## src/fpalu_pkg.sv

```systemverilog
package fpalu_pkg;

  typedef enum logic [3:0] {
    OP_ADD      = 4'd0,
    OP_SUB      = 4'd1,
    OP_MUL      = 4'd2,
    OP_DIV      = 4'd3,
    OP_MIN      = 4'd4,
    OP_MAX      = 4'd5,
    OP_CMP      = 4'd6,
    OP_INC      = 4'd7,
    OP_DEC      = 4'd8,
    OP_TO_INT   = 4'd9,
    OP_FROM_INT = 4'd10
  } op_t;

  localparam logic [1:0] ST_OK   = 2'd0;
  localparam logic [1:0] ST_OVF  = 2'd1;
  localparam logic [1:0] ST_DIV0 = 2'd2;

  typedef struct packed {
    logic [3:0]         req_type;
    logic signed [31:0] operand_a;
    logic signed [31:0] operand_b;
  } req_t;

  typedef struct packed {
    logic signed [31:0] result_value;
    logic [1:0]         status;
    logic               is_less;
    logic               is_equal;
    logic               is_greater;
  } rsp_t;

  // Operation context carried along the divider chain
  typedef struct packed {
    logic        valid;
    logic [3:0]  op;
    logic        neg;
    logic        div0;
    logic [31:0] early;
    logic [1:0]  early_st;
    logic        lt;
    logic        eq;
    logic        gt;
  } ctx_t;

endpackage

```

## src/fpalu_cell.sv

```systemverilog
// One restoring-division step: shift in one numerator bit, trial subtract.
module fpalu_cell #(
  parameter int NW = 62
) (
  input  logic              clk,
  input  logic [NW-1:0]     num_in,
  input  logic [NW-1:0]     rem_in,
  input  logic [NW-1:0]     quo_in,
  input  logic [31:0]       den_in,
  input  fpalu_pkg::ctx_t   ctx_in,
  input  logic              rst,
  output logic [NW-1:0]     num_out,
  output logic [NW-1:0]     rem_out,
  output logic [NW-1:0]     quo_out,
  output logic [31:0]       den_out,
  output fpalu_pkg::ctx_t   ctx_out
);
  import fpalu_pkg::*;

  logic [NW:0] trial;
  logic [NW:0] diff;
  logic        take;

  // Trial subtract of the divisor from the shifted remainder
  always_comb begin
    trial = {rem_in, num_in[NW-1]};
    diff  = trial - {{(NW-31){1'b0}}, den_in};
    take  = (trial >= {{(NW-31){1'b0}}, den_in});
  end

  // Advance data to the next cell
  always_ff @(posedge clk) begin
    num_out <= num_in << 1;
    rem_out <= take ? diff[NW-1:0] : trial[NW-1:0];
    quo_out <= {quo_in[NW-2:0], take};
    den_out <= den_in;
  end

  // Advance the request context; only the valid bit is reset
  always_ff @(posedge clk) begin
    if (rst) begin
      ctx_out.valid <= 1'b0;
    end else begin
      ctx_out.valid <= ctx_in.valid;
    end
    ctx_out.op       <= ctx_in.op;
    ctx_out.neg      <= ctx_in.neg;
    ctx_out.div0     <= ctx_in.div0;
    ctx_out.early    <= ctx_in.early;
    ctx_out.early_st <= ctx_in.early_st;
    ctx_out.lt       <= ctx_in.lt;
    ctx_out.eq       <= ctx_in.eq;
    ctx_out.gt       <= ctx_in.gt;
  end

endmodule

```

## config.mk

```make
export PLATFORM = sky130hd
export DESIGN_NAME = fpalu_cell
export DESIGN_NICKNAME = d
export VERILOG_FILES = /design/src/fpalu_pkg.sv /design/src/fpalu_cell.sv
export SDC_FILE = /design/constraint.sdc
export NUM_CORES = 1
export LEC_CHECK = 0
export ABC_AREA = 1
export BUFFER_PORTS_ARGS = -buffer_cell sky130_fd_sc_hd__buf_4
export CORE_AREA = 2 2 204 206
export DETAILED_ROUTE_END_ITERATION = 6
export DIE_AREA = 0 0 206 208
export GPL_TIMING_DRIVEN = 0
export SLEW_MARGIN = 0
export SYNTH_ARGS = -nofsm -noshare
export SYNTH_HDL_FRONTEND = slang
export SYNTH_SLANG_ARGS = --single-unit
```

## constraint.sdc

```tcl
create_clock -name clk -period 2.28 [get_ports clk]
set_input_delay 0.342 -clock clk [delete_from_list [all_inputs] [get_ports clk]]
set_output_delay 0.342 -clock clk [all_outputs]
set_load 0.01 [all_outputs]
```

; ---- Word-level counts from Yosys, hierarchy flattened
; Cells that the tools add are included.
; Widths: inputs -> output; s select.
[word_totals]
register_bits = 261
wordCells = 16
in_bits = 264
out_inout_bits = 262
[classes]
addsub = 1
n_mux = 1
n_lt_le_gt_ge = 1
[ops]
columns = operator, count
row1 = $ge 63x32->1, 1
row2 = $mux 62, 1
row3 = $sub 62x32->62, 1

; ---- Logic depth before layout (Yosys ltp)
[depth]
depth_word = 2
depth_mapped = 19
ltp_nobuf = 17

; ---- Least setup slack after synthesis
; OpenSTA, ideal clock, no wires.
[synth_path]
path_type = input port to flip-flop
from = in num_in[61]
to = reg rem_out[38]
path_slack_ns = 0.241
required_time_ns = 2.167
arrival_time_ns = 1.926
n_path_buf = 0
setup_ns = 0.113
cell_stages = 16
cell_sequence = inv_1 -> ha_1 -> inv_1 -> fa_1 -> nand3_1 -> nand3_1 -> nand2_1 -> nand2_1 -> nand2_1 -> nand2_1 -> nand2_1 -> nand2_1 -> a21oi_1 -> inv_1 -> nand2_1 -> nand2_1
[synth_via]
elab_chain_cells = 2
[synth_rtl]
columns = element, line
row1 = "start, declared", fpalu_cell.sv:6  ; input logic [NW-1:0] num_in,
row2 = $sub 62x32->62 / $ge 63x32->1 (equally long branches), "fpalu_cell.sv:27, fpalu_cell.sv:28"
row3 = $mux 62 (*), fpalu_cell.sv:34  ; rem_out <= take ? diff[NW-1:0] : trial[NW-1:0];
row4 = "end signal, assigned", fpalu_cell.sv:34
row5 = "end, declared", fpalu_cell.sv:13  ; output logic [NW-1:0] rem_out,
; Mark *: on every way between the ends. The rest lies on a longest branch, timed or not.
; A chain may end at the register's enable or synchronous reset.

; ---- Worst setup path in the final report
[layout_path]
from = in rem_in[29]
to = reg rem_out[24]
[layout_via]
elab_chain_cells = 2
[layout_rtl]
columns = element, line
row1 = "start, declared", fpalu_cell.sv:7  ; input logic [NW-1:0] rem_in,
row2 = $ge 63x32->1, fpalu_cell.sv:28  ; take = (trial >= {{(NW-31){1'b0}}, den_in});
row3 = $mux 62, fpalu_cell.sv:34
; No other way between the ends.

==> out/summary.txt <==
Reg clk slew, reported paths -> 60 ps
share of cells above drive strength 1 -> 29.8%
CP required -> 2720 ps
slowest cell delay on critical path -> 370 ps
worst-path maximum fanout -> 10
final WL -> 47700 um
Synth area leaders -> dfxtp_1 52%, nand2_1 17%, inv_1 7.8%, ha_1 4.1%, nor2_1 3.9%
cell taking the most area after synthesis -> dfxtp_1
Post-Syn Instances -> 1297
Critical Path Most Common Cell -> nand2_1
Hold WS -> 32.0 ps
top-area cell type share of the netlist area -> 52.4%
post-route setup slack -> 151 ps
Site Rows -> 74
number of vias in the routed layout -> 11000
Place WS -> -462 ps
crit path kind -> input port to register
layout net count -> 2379
status -> completed
CP bufs+invs -> 4
most frequent cells in the layout -> 528 x buf_4, 456 x nand2_1, 261 x dfxtp_1
Final Max Slew Viols -> 0
post-route clock period utilization -> 93.4%
Pwr Density -> 700 nW/um^2
global route overflow -> 0
RSZ-0062 raised after global routing -> no
clock sink count -> 261
Routed WL per cell -> 18.1 um
All-Layer GR Usage -> 21.4%
worst path arrival time -> 2570 ps
Die Y-Extent -> 208 um
vias in the first global route -> 11200
mapped cell area -> 9980 sq um
IO Count -> 526
GPL Wtd Cong -> 0.921
leakage -> 9.15 nW
Internal -> 9.14 mW
crit path from -> rem_in[29]
Starting Density -> 24.6%
DR DRC count -> 0
DRT antenna net count -> 0
Via density -> 4.15
first-pass GRT wire length -> 68500 um
Longest Clk Path Bufs -> 3
drt initial violations -> 585
Fmax achieved -> 470 MHz
# fillers -> 3980
commonest non-fill, non-tap cell in the layout -> buf_4
root buffer cell -> clkbuf_16
Max VDD drop -> 0.694 mV
CTS tree -> built
PortBufs -> 523
post-DP HPWL -> 37700 um
sequential share of the synthesized area -> 52.4%
Hold WC Path Type -> input port to register
CP endpoint kind -> register
CP max-delay cell -> ha_1
Setup Viol. Count Final -> 0
antenna violations before repair -> 6
H-tree Lvls -> 1
max_slew headroom -> 39.4%
Inserted Clock Buffers -> 30
Seq pwr share -> 40.0%
pin count of the biggest net entering global routing -> 16
number of library cell types mapped by synthesis -> 29
critical-path cell list -> buf_4 > ha_1 > a21oi_1 > o21ai_0 > inv_1 > nand2_1 > nor2_1 > nand2_1 > nand2_1 > nand2_2 > buf_4 > buf_4 > nand2_1 > nand2_1
final number of hold-violating endpoints -> 0
delay-heaviest family, CP -> simple AND/OR/NAND/NOR gates
Final Critical Period -> 2130 ps
Synth Net Count -> 1595
Layout area overhead -> 79.4%
clock share of power -> 39.8%
synthesized area per cell -> 7.69 sq um
Worst Hold Launch -> rem_in[37]
width of the chip -> 206 um
Seq cells post-synth -> 261
synth warn -> 0
die area -> 42800 sq um
Switching Power -> 3.39 mW
Max-Cap Viols -> 0
core box area -> 40600 sq um
switch share -> 27.1%
CP startpoint kind -> input port
drt first pass iters -> 5
worst-margin pin slew -> 900 ps
combinational group share of total power -> 20.2%
path summary, 6_finish.rpt:
| check | end | slack, ps | cells past startpoint |
|---|---|---|---|
| max | rem_out[24]$_DFF_P_ | 150 | 14 |
| min | rem_out[38]$_DFF_P_ | 30 | 3 |
flip-flops by register name (all words and copies together), names as in the netlist:
name and cells:
num_out 61, quo_out 62, rem_out 62, ctx_out 44, den_out 32
metal layers:
metal,GRT usage (%),vias to the layer above,share of wire [%]
met3,3.41,74,5.5
met5,0,-,0
met4,6.60,0,2.9
li1,-,5502,-
met1,24.9,5001,40
met2,39.6,373,51
cells by family after synthesis:
logic type | Yosys count | share of synthesized area (%)
adders and majority gates | 34 | 4.34
xor gates and xnor gates | 27 | 2.37
AOI/OAI and AO/OA | 66 | 4.14
and+or+nand+nor | 680 | 27.7
other | 1 | 0.0376
buffers and inverters | 228 | 9.09
DFF | 261 | 52.4
through the flow:
| stage | setup TNS, ps | instances | util, % | instance area, sq um | total power [mW] |
|---|---|---|---|---|---|
| floorplan | 0 | 1297 | - | 9980 | 6.00 |
| global placement | -21450 | 2352 | 35.9 | 14600 | 7.28 |
| detailed placement | -20750 | 2352 | 35.9 | 14600 | 7.29 |
| CTS | 0 | 2637 | 44.1 | 17900 | 12.6 |
| global route | 0 | 2639 | 44.1 | 17900 | 13.1 |
| finish | 0 | 2641 | 44.2 | 17900 | 12.5 |
final cells by class:
class / count / area, sq um / area share (%)
Timing Repair Buffer: 752 / 6220 / 34.7
Sequential cell: 261 / 5230 / 29.2
Multi-Input combinational cell: 808 / 3850 / 21.5
Inverter: 217 / 815 / 4.55
Clock buffer: 40 / 808 / 4.51
Tap cell: 532 / 666 / 3.72
Clock inverter: 16 / 221 / 1.24
Buffer: 11 / 92.6 / 0.517
Antenna cell: 4 / 10.0 / 0.0559
Yosys cell counts:
cell type / number
a21oi_1: 36
a21oi_2: 20
and2_1: 2
buf_2: 2
buf_4: 5
buf_6: 4
clkinv_1: 1
conb_1: 1
dfxtp_1: 261
fa_1: 1
ha_1: 33
inv_1: 208
inv_2: 8
nand2_1: 457
nand2_2: 7
nand2_4: 1
nand3_1: 69
nand3b_1: 1
nand4_1: 10
nor2_1: 104
nor2_2: 5
nor2_4: 2
nor3_1: 18
nor3_2: 1
nor4_1: 2
o21ai_0: 7
o21bai_1: 3
or2_2: 1
xor2_1: 27
timing repair:
item | in CTS | in global routing
setup buffers | 0 | 0
gates resized for setup | 0 | 1
endpoints found under the hold margin | 228 | 0
endpoints found under the setup margin | 0 | 2
hold buffers | 229 | 0
power by group through the flow:
stage | combinational (mW) | sequential, mW | clock (mW)
5_1_grt | 2.73 | 5.04 | 5.32
6_report | 2.53 | 5.01 | 4.99
4_1_cts | 2.53 | 5.01 | 5.11
2_1_floorplan | 0.716 | 5.28 | 0
3_5_place_dp | 2.19 | 5.11 | 0
3_3_place_gp | 2.18 | 5.10 | 0
No activity file was read; power rests on OpenSTA's default activity.
